**config.mk**
```make
export PLATFORM = sky130hd
export DESIGN_NAME = strict_priority_call_dispatcher
export DESIGN_NICKNAME = d
export VERILOG_FILES = /design/src/hw/rtl/spcd_pkg.sv /design/src/hw/rtl/spcd_arb.sv /design/src/hw/rtl/spcd_queues.sv /design/src/hw/rtl/strict_priority_call_dispatcher.sv
export VERILOG_INCLUDE_DIRS = /design/src /design/src/hw/rtl
export SDC_FILE = /design/constraint.sdc
export NUM_CORES = 2
export LEC_CHECK = 0
export BUFFER_PORTS_ARGS = -buffer_cell sky130_fd_sc_hd__buf_2
export CAP_MARGIN = 20
export CORE_ASPECT_RATIO = 0.75
export CORE_UTILIZATION = 45
export CTS_CLUSTER_DIAMETER = 200
export DETAILED_ROUTE_END_ITERATION = 8
export PLACE_DENSITY = 0.58
export SLEW_MARGIN = 30
export SYNTH_ARGS = -nofsm -noshare
export SYNTH_HDL_FRONTEND = slang
export SYNTH_HIERARCHICAL = 1
export SYNTH_SLANG_ARGS = --single-unit
```
**constraint.sdc**
```tcl
create_clock -name clk_i -period 16.1 [get_ports clk_i]
set_input_delay 0.805 -clock clk_i [delete_from_list [all_inputs] [get_ports clk_i]]
set_output_delay 0.805 -clock clk_i [all_outputs]
set_load 0.01 [all_outputs]
```
**src/hw/rtl/assert_macros.svh**
```systemverilog
// Assertion macros shared by the dispatcher RTL.
// Assertion text is compiled out when SYNTH is defined.
`ifndef ASSERT_MACROS_SVH
`define ASSERT_MACROS_SVH

`ifndef SYNTH

// Check a property on every rising edge of clk_i, outside reset.
`define SPCD_ASSERT(label, prop, msg) \
  label: assert property (@(posedge clk_i) disable iff (!rst_ni) (prop)) else $error(msg);

// Check that a condition never holds at a rising edge of clk_i.
`define SPCD_NEVER(label, cond, msg) \
  `SPCD_ASSERT(label, !(cond), msg)

`else

`define SPCD_ASSERT(label, prop, msg)
`define SPCD_NEVER(label, cond, msg)

`endif

`endif

```
**src/hw/rtl/spcd_pkg.sv**
```systemverilog
// Types and constants for the strict priority call dispatcher.
// No dependencies; imported by every dispatcher module.
`default_nettype none

package spcd_pkg;

  localparam int NumClasses = 4;
  localparam int IdW        = 16;
  localparam int LenW       = 16;
  localparam int EntryW     = IdW + LenW;
  localparam int TickW      = 16;

  typedef enum logic [1:0] {
    CLS_REGULAR  = 2'd0,
    CLS_SILVER   = 2'd1,
    CLS_GOLD     = 2'd2,
    CLS_PLATINUM = 2'd3
  } class_e;

  typedef enum logic {
    CMD_ARRIVAL = 1'b0,
    CMD_TICK    = 1'b1
  } cmd_e;

  // Request from the dispatch stage to the class queues.
  typedef struct packed {
    logic   push;
    logic   pop;
    class_e cls;
  } q_cmd_t;

  // Per-class occupancy flags from the class queues.
  typedef struct packed {
    logic [NumClasses-1:0] nonempty;
    logic [NumClasses-1:0] full;
    logic [NumClasses-1:0] one_left;
  } q_stat_t;

  // Outcome of the priority pick.
  typedef struct packed {
    logic   found;
    class_e cls;
  } pick_t;

endpackage

`default_nettype wire

```
**src/hw/rtl/spcd_arb.sv**
```systemverilog
// Strict priority pick among the non-empty class queues.
// Depends on spcd_pkg.
`default_nettype none

module spcd_arb (
  input  logic [spcd_pkg::NumClasses-1:0] nonempty_i,
  output spcd_pkg::pick_t                 pick_o
);
  import spcd_pkg::*;

  // Scan upward so the highest non-empty class wins.
  always_comb begin
    pick_o.found = 1'b0;
    pick_o.cls   = CLS_REGULAR;
    for (int c = 0; c < NumClasses; c++) begin
      if (nonempty_i[c]) begin
        pick_o.found = 1'b1;
        pick_o.cls   = class_e'(c[1:0]);
      end
    end
  end

endmodule

`default_nettype wire

```
**src/hw/rtl/spcd_queues.sv**
```systemverilog
// Four bounded FIFOs sharing one entry memory, with head pointers and fill counts.
// Depends on spcd_pkg.
`default_nettype none

module spcd_queues #(
  parameter int unsigned QUEUE_DEPTH = 16
) (
  input  logic                      clk_i,
  input  logic                      rst_ni,
  input  spcd_pkg::q_cmd_t          cmd_i,
  input  logic [spcd_pkg::EntryW-1:0] wr_entry_i,
  output spcd_pkg::q_stat_t         stat_o,
  output logic [spcd_pkg::EntryW-1:0] rd_entry_o
);
  import spcd_pkg::*;

  localparam int PtrW  = $clog2(QUEUE_DEPTH);
  localparam int CntW  = $clog2(QUEUE_DEPTH + 1);
  localparam int SumW  = CntW + 1;
  localparam int Words = NumClasses * QUEUE_DEPTH;
  localparam int AddrW = $clog2(Words);
  localparam logic [CntW-1:0]  DepthC = CntW'(QUEUE_DEPTH);
  localparam logic [SumW-1:0]  DepthS = SumW'(QUEUE_DEPTH);
  localparam logic [PtrW-1:0]  LastP  = PtrW'(QUEUE_DEPTH - 1);
  localparam logic [AddrW-1:0] DepthA = AddrW'(QUEUE_DEPTH);

  logic [EntryW-1:0] mem [Words];
  logic [EntryW-1:0] rd_entry_q;

  logic [PtrW-1:0] head_q  [NumClasses];
  logic [PtrW-1:0] head_d  [NumClasses];
  logic [CntW-1:0] count_q [NumClasses];
  logic [CntW-1:0] count_d [NumClasses];

  logic [SumW-1:0]  tail_sum;
  logic [PtrW-1:0]  tail_pos;
  logic [AddrW-1:0] base_addr;
  logic [AddrW-1:0] wr_addr;
  logic [AddrW-1:0] rd_addr;
  logic             do_push;

  always_comb begin
    for (int c = 0; c < NumClasses; c++) begin
      stat_o.nonempty[c] = (count_q[c] != '0);
      stat_o.full[c]     = (count_q[c] == DepthC);
      stat_o.one_left[c] = (count_q[c] == CntW'(1));
    end
  end

  // Tail slot: head plus fill level, wrapped once.
  always_comb begin
    tail_sum  = SumW'(head_q[cmd_i.cls]) + SumW'(count_q[cmd_i.cls]);
    tail_pos  = (tail_sum >= DepthS) ? PtrW'(tail_sum - DepthS) : PtrW'(tail_sum);
    base_addr = AddrW'(AddrW'(cmd_i.cls) * DepthA);
    wr_addr   = base_addr + AddrW'(tail_pos);
    rd_addr   = base_addr + AddrW'(head_q[cmd_i.cls]);
    do_push   = cmd_i.push && !stat_o.full[cmd_i.cls];
  end

  always_comb begin
    for (int c = 0; c < NumClasses; c++) begin
      head_d[c]  = head_q[c];
      count_d[c] = count_q[c];
    end
    if (do_push) begin
      count_d[cmd_i.cls] = count_q[cmd_i.cls] + CntW'(1);
    end else if (cmd_i.pop) begin
      count_d[cmd_i.cls] = count_q[cmd_i.cls] - CntW'(1);
      head_d[cmd_i.cls]  = (head_q[cmd_i.cls] == LastP) ? '0
                                                        : head_q[cmd_i.cls] + PtrW'(1);
    end
  end

  always_ff @(posedge clk_i or negedge rst_ni) begin
    if (!rst_ni) begin
      for (int c = 0; c < NumClasses; c++) begin
        head_q[c]  <= '0;
        count_q[c] <= '0;
      end
    end else begin
      for (int c = 0; c < NumClasses; c++) begin
        head_q[c]  <= head_d[c];
        count_q[c] <= count_d[c];
      end
    end
  end

  always_ff @(posedge clk_i) begin
    if (do_push) begin
      mem[wr_addr] <= wr_entry_i;
    end
    if (cmd_i.pop) begin
      rd_entry_q <= mem[rd_addr];
    end
  end

  assign rd_entry_o = rd_entry_q;

endmodule

`default_nettype wire

```
**src/hw/rtl/strict_priority_call_dispatcher.sv**
```systemverilog
// Top level of the strict priority call dispatcher: input stage, dispatch and server
// state, result stage. Depends on spcd_pkg, spcd_queues, spcd_arb, assert_macros.svh.
//
//   channel | handshake              | payload
//   --------+------------------------+-----------------------------------------------
//   in      | in_valid_i/in_ready_o  | cmd, caller_class, caller_id, call_length
//   out     | out_valid_o/out_ready_i| answered, answered_id, answered_class,
//           |                        | dropped, all_idle, tick_number
//
// One item per cycle while the output is not stalled; each item passes the input
// register, then the result register together with the queue memory read.
// The head entry of the answered class is read from the queue memory in the dispatch
// cycle, so the new call length reaches the server countdown at the next dispatch.
// Reset clears all control state, heads and counts; queue contents are not cleared.
// A stalled output holds the result stage and the input stage behind it.
`default_nettype none
`include "assert_macros.svh"

module strict_priority_call_dispatcher #(
  parameter int unsigned QUEUE_DEPTH = 16
) (
  input  logic        clk_i,
  input  logic        rst_ni,
  input  logic        in_valid_i,
  output logic        in_ready_o,
  input  logic        cmd_i,
  input  logic [1:0]  caller_class_i,
  input  logic [15:0] caller_id_i,
  input  logic [15:0] call_length_i,
  output logic        out_valid_o,
  input  logic        out_ready_i,
  output logic        answered_o,
  output logic [15:0] answered_id_o,
  output logic [1:0]  answered_class_o,
  output logic        dropped_o,
  output logic        all_idle_o,
  output logic [15:0] tick_number_o
);
  import spcd_pkg::*;

  // Input stage: hold one transfer until the dispatch stage takes it.
  logic              in_valid_q;
  cmd_e              cmd_q;
  class_e            cls_q;
  logic [IdW-1:0]    id_q;
  logic [LenW-1:0]   len_q;

  // Server and tick state.
  logic              busy_q;
  logic [LenW-1:0]   rem_q;
  logic              len_pend_q;   // rem comes from the memory read still in flight
  logic [TickW-1:0]  tick_cnt_q;

  // Result stage.
  logic              out_valid_q;
  logic              ans_q;
  class_e            ans_cls_q;
  logic              drop_q;
  logic              idle_q;
  logic [TickW-1:0]  tick_q;

  logic              advance;
  logic              fire;
  logic              is_tick;
  logic [LenW-1:0]   rem_eff;
  logic [LenW-1:0]   rem_dec;
  logic              srv_free;
  logic              do_pop;
  logic              drop;
  logic              busy_after;
  logic              empty_after;
  logic [NumClasses-1:0] pop_mask;

  q_cmd_t            q_cmd;
  q_stat_t           q_stat;
  pick_t             pick;
  logic [EntryW-1:0] rd_entry;

  // The result register frees when empty or when its transfer completes.
  assign advance    = !out_valid_q || out_ready_i;
  assign fire       = in_valid_q && advance;
  assign in_ready_o = !in_valid_q || advance;

  always_ff @(posedge clk_i or negedge rst_ni) begin
    if (!rst_ni) begin
      in_valid_q <= 1'b0;
    end else if (in_ready_o) begin
      in_valid_q <= in_valid_i;
    end
  end

  always_ff @(posedge clk_i) begin
    if (in_ready_o && in_valid_i) begin
      cmd_q <= cmd_e'(cmd_i);
      cls_q <= class_e'(caller_class_i);
      id_q  <= caller_id_i;
      len_q <= call_length_i;
    end
  end

  spcd_arb u_arb (
    .nonempty_i (q_stat.nonempty),
    .pick_o     (pick)
  );

  spcd_queues #(
    .QUEUE_DEPTH (QUEUE_DEPTH)
  ) u_queues (
    .clk_i      (clk_i),
    .rst_ni     (rst_ni),
    .cmd_i      (q_cmd),
    .wr_entry_i ({id_q, len_q}),
    .stat_o     (q_stat),
    .rd_entry_o (rd_entry)
  );

  // Dispatch: on a tick, count the server down, then pick a caller if it is free.
  always_comb begin
    is_tick  = (cmd_q == CMD_TICK);
    rem_eff  = len_pend_q ? rd_entry[LenW-1:0] : rem_q;
    rem_dec  = (rem_eff != '0) ? rem_eff - LenW'(1) : '0;
    srv_free = !busy_q || (rem_dec == '0);
    do_pop   = is_tick && srv_free && pick.found;
    drop     = !is_tick && q_stat.full[cls_q];

    busy_after = is_tick ? (do_pop || !srv_free) : busy_q;

    // Queues end empty when nothing stays behind the pop and nothing was pushed.
    pop_mask    = do_pop ? ((NumClasses'(1) << pick.cls) & q_stat.one_left) : '0;
    empty_after = ((q_stat.nonempty & ~pop_mask) == '0) && !(!is_tick && !drop);

    q_cmd.push = fire && !is_tick;
    q_cmd.pop  = fire && do_pop;
    q_cmd.cls  = is_tick ? pick.cls : cls_q;
  end

  always_ff @(posedge clk_i or negedge rst_ni) begin
    if (!rst_ni) begin
      busy_q     <= 1'b0;
      rem_q      <= '0;
      len_pend_q <= 1'b0;
      tick_cnt_q <= '0;
    end else if (fire) begin
      busy_q     <= busy_after;
      rem_q      <= is_tick ? rem_dec : rem_eff;
      len_pend_q <= do_pop;
      if (is_tick) begin
        tick_cnt_q <= tick_cnt_q + TickW'(1);
      end
    end
  end

  // Result register: load on dispatch, drop the valid once the transfer completes.
  always_ff @(posedge clk_i or negedge rst_ni) begin
    if (!rst_ni) begin
      out_valid_q <= 1'b0;
    end else if (advance) begin
      out_valid_q <= fire;
    end
  end

  always_ff @(posedge clk_i) begin
    if (fire) begin
      ans_q     <= do_pop;
      ans_cls_q <= do_pop ? pick.cls : CLS_REGULAR;
      drop_q    <= drop;
      idle_q    <= !busy_after && empty_after;
      tick_q    <= tick_cnt_q;
    end
  end

  assign out_valid_o      = out_valid_q;
  assign answered_o       = ans_q;
  assign answered_id_o    = ans_q ? rd_entry[EntryW-1:LenW] : '0;
  assign answered_class_o = ans_cls_q;
  assign dropped_o        = drop_q;
  assign all_idle_o       = idle_q;
  assign tick_number_o    = tick_q;

  `SPCD_NEVER(a_ans_excl, out_valid_o && answered_o && (dropped_o || all_idle_o),
              "answered result also flags drop or idle")
  `SPCD_ASSERT(a_stall_src, !in_ready_o |-> (out_valid_o && !out_ready_i),
               "input held back without an output stall")
  `SPCD_ASSERT(a_pend_busy, len_pend_q |-> busy_q,
               "call length pending while server is free")
  `SPCD_ASSERT(a_tick_step, (fire && is_tick) |=> (tick_cnt_q == $past(tick_cnt_q) + 16'd1),
               "tick counter did not advance on a tick")

endmodule

`default_nettype wire
```
; Word-level counts from Yosys, hierarchy flattened
; Memory sizes are Yosys's and may differ from the RTL's. A register that Yosys moved wholly into a read port is not among the register bits.
; Index checks and enable logic that the tools add are counted.
[totals]
register_bits = 128
ramBits = 2048
in_bits = 39
output_inout_bits = 39
word_cells = 122
n_memories = 1
[classes]
addsub = 9
n_lt_le_gt_ge = 5
eq_ne = 9
shifts = 1
muxes = 34
bitwise = 5
n_reduce_logical = 35
[memory_table]
columns = name, depth, width, read_ports, rd_clocked_by_memory_dff, write_ports, line_no
row1 = u_queues.mem, 64, 32, 1, 1, 1, spcd_queues.sv:27  ; logic [EntryW-1:0] mem [Words];
[op_table]
columns = cell, count
row1 = $mux W16, 4
row2 = $bwmux W20, 2
row3 = $mux W20, 2
row4 = $mux W4, 6
row5 = $eq A5 B1 Y1 const B, 4
row6 = $eq A5 B5 Y1 const B, 4
row7 = $reduce_bool A5 Y1, 4
row8 = $add A16 B1 Y16 const B, 1
row9 = $bwmux W16, 1
row10 = $logic_not A16 Y1, 1
row11 = $reduce_bool A16 Y1, 1
row12 = $sub A16 B1 Y16 const B, 1
row13 = $mux W5, 3
row14 = $add A6 B4 Y6, 2
row15 = $logic_and A1 B1 Y1, 12
row16 = $mux W3, 4
row17 = $bmux W5 S2, 1
row18 = $demux W5 S2, 1
row19 = $logic_not A1 Y1, 9
row20 = $and A4 B4 Y4, 2
row21 = $bmux W4 S2, 1
row22 = $demux W4 S2, 1
row23 = $add A4 B5 Y6, 1
row24 = $ge A6 B5 Y1 const B, 1
row25 = other kinds (19), 29

; Longest topological paths before layout
[logic_depth]
depth_word = 14
depth_mapped = 22
ltp_nobuf = 15

; Modules after synthesis
; Netlist, hierarchy kept.
[by_module_without_submodules]
columns = module, n_inst, cells_each, area_per_inst_um2
row1 = spcd_queues, 1, 5041, 82113.8
row2 = strict_priority_call_dispatcher, 1, 356, 4279.1
row3 = spcd_arb, 1, 4, 23.8

; Worst setup path after synthesis
; Ideal clock, no wire load.
[synth_timing]
kind = register -> register
from = reg u_queues/count_q[3] (netlist name)
to = mem u_queues/mem[56][0] (netlist name), enable pin
arrival_ps = 5284
required_ps = 15679
path_slack_ps = 10395
path_stages_with_launch = 18
path_buffers = 4
path_cell_list = dfrtp_1 > nor4_1 > nand2b_1 > or2_1 > mux2_2 > buf_2 > mux2_2 > inv_2 > buf_4 > buf_2 > clkbuf_1 > ha_1 > a21o_1 > a21oi_1 > xnor2_1 > xor2_1 > nand3_1 > nor2_1
[synth_lines]
columns = item, line_no
row1 = "start, declared", spcd_queues.sv:32  ; logic [CntW-1:0] count_q [NumClasses];
row2 = "start signal, assigned by index", spcd_queues.sv:83  ; count_q[c] <= count_d[c];
row3 = "end, declared", spcd_queues.sv:27

==> results.json <==
{
  "avgSynthCellArea_um2": 16.0,
  "wire_per_inst_um": 30.8,
  "skew_ns": 0.0335,
  "synthCells": 5399,
  "gp_congestion": 0.861,
  "h-tree-depth": 4,
  "layout_common_cells": "edfxtp_1, nand2_1, mux2i_1",
  "dieArea_um2": 194000,
  "grt-ovfl-total": 0,
  "finalCriticalPeriod_ns": 7.73,
  "p_leak_nw": 30.5,
  "drc": 0,
  "syn_nets": 5447,
  "place_ws_ns": 8.65,
  "setup_tns_ns": 0,
  "ant_nets": 0,
  "drv_slew": 0,
  "yosys_warnings": 6,
  "fin_crit_sh_pct": 48.0,
  "hold_class": "input port to flop",
  "hold_violations": 0,
  "post_cts_resized": 0,
  "initial_core_util_pct": 45.5,
  "fin_util_pct": 51.0,
  "fillers": 15500,
  "dp.cells": 7820,
  "grt.total_usage_pct": 25.9,
  "worstSkewPairLatency_ns": 0.85,
  "fp.dieW_um": 508,
  "dr.pass1.iters": 5,
  "netlist_area_um2": 86400,
  "finalSetupViolations": 0,
  "critPathKind": "flop to flop",
  "die_y_um": 381,
  "cts_made_buffers": 200,
  "peakVddDrop_v": 0.000114,
  "clk_pin_slew_worst_paths_ns": 0.07,
  "core_um2": 190000,
  "power.density_nw_per_um2": 134,
  "rsz0062_at_grt": "no",
  "port_buffers": 77,
  "grt_max_degree": 151,
  "clockBufferDepth": 3,
  "max_freq_mhz": 129,
  "cts_root_buf": "clkbuf_16",
  "relSlewSlack_pct": 28.8,
  "dp_hpwl_mm": 136,
  "drv_cap": 0,
  "postRouteWirelength_mm": 253,
  "status": "completed",
  "start_kind": "flop",
  "cts_sinks": 2208,
  "setup.worst_path.end_class": "flop",
  "hold_buffers": 1,
  "cts_setup_buffers": 0,
  "drt_iter0_markers": 6818,
  "worst_pin_slew_ns": 1.07,
  "grt_antenna_before_repair": 28,
  "vias_per_cell": 6.05,
  "route.vias.total": 49700,
  "nets": 5558,
  "io_pins": 78,
  "layout_commonest_cell": "edfxtp_1",
  "r2r_setup_slack_ns": 8.37,
  "stdcell_count": 8206,
  "core.rowCount": 138,
  "fin_total_pwr_mw": 13.0,
  "grt_pass1_vias": 46600,
  "setup_ws_ns": 8.37,
  "critPathArrivalTime_ns": 8.32,
  "areaGrowthSynthToFinish_pct": 12.0,
  "crit_path_max_fanout": 135,
  "worstPathRequired_ns": 16.69,
  "grt_pass1_wl_mm": 353,
  "drive_gt1_share_pct": 12.8,
  "cts_tree": "built"
}
power by group:
group | leakage (nW) | internal, mW | switching, mW | total [mW]
clock | 3.12 | 2.59 | 2.13 | 4.72
sequential | 20.2 | 6.48 | 0.0755 | 6.55
combinational | 7.17 | 0.491 | 1.22 | 1.71
total | 30.5 | 9.56 | 3.42 | 13.0
per-layer routing:
layer | wire length [um] | part of all wire, % | track usage (%) | vias to the layer above
met2 | 108000 | 43 | 36.8 | 2622
met4 | 7250 | 2.9 | 8.25 | 14
met5 | 80 | 0.032 | 0 | -
met3 | 31300 | 12 | 8.91 | 362
met1 | 106000 | 42 | 37.1 | 25400
li1 | - | - | - | 21300
final timing paths:
| kind | cells past startpoint | endpoint | startpoint |
|---|---|---|---|
| hold / removal | 1 | id_q[15] | caller_id_i[15] |
| setup / recovery | 16 | u_queues/rd_entry_o[19] | u_queues/count_q[13] |
| min in group asynchronous | 2 | in_valid_q | rst_ni |
| max in group asynchronous | 3 | u_queues/head_q[15] | rst_ni |
| setup reg to reg | 16 | u_queues/rd_entry_o[19] | u_queues/count_q[13] |
| hold reg to reg | 1 | tick_cnt_q[15] | tick_cnt_q[15] |
layout make-up:
class	count	area [um2]	share of cell area, %
inverter	17	92.6	0.0957
multi-input combinational	2845	19400	20.1
antenna	7	17.5	0.0181
tap	2520	3150	3.26
clock inverter	119	1100	1.13
timing repair buffer	238	1710	1.77
clock buffer	252	5290	5.47
sequential	2208	65900	68.2
critical path, cell delays in order (launching register included):
cell and delay, ns:
dfrtp_1 0.42, nor4_1 0.44, nand2b_1 0.17, a21o_1 0.22
mux2_2 0.53, mux2i_1 0.29, mux2_8 0.55, inv_16 0.26
buf_12 0.35, buf_4 0.47, and2_1 0.43, nand3_1 0.15
buf_4 0.57, o22ai_1 0.24, nor4_1 0.73, nand3_1 0.84
a211o_1 0.49
flip-flops by register name, indices dropped and copies added (netlist names), 2 cells and up, named ones only:
name and cells:
answered_class_o 2, cls_q 2, id_q 16, len_q 16, rem_q 16, tick_cnt_q 16
tick_number_o 16, u_queues/count_q 16, u_queues/head_q 16, u_queues/mem 2048, u_queues/rd_entry_o 32
through the flow:
| step | hold WS (ns) | cell area (um2) |
|---|---|---|
| floorplan | 0.441 | 86400 |
| global placement | 0.463 | 90200 |
| detailed placement | 0.462 | 90200 |
| CTS | 0.0711 | 96600 |
| global route | 0.0932 | 96700 |
| finish | 0.126 | 96700 |
(Power assumes the default switching activity.)
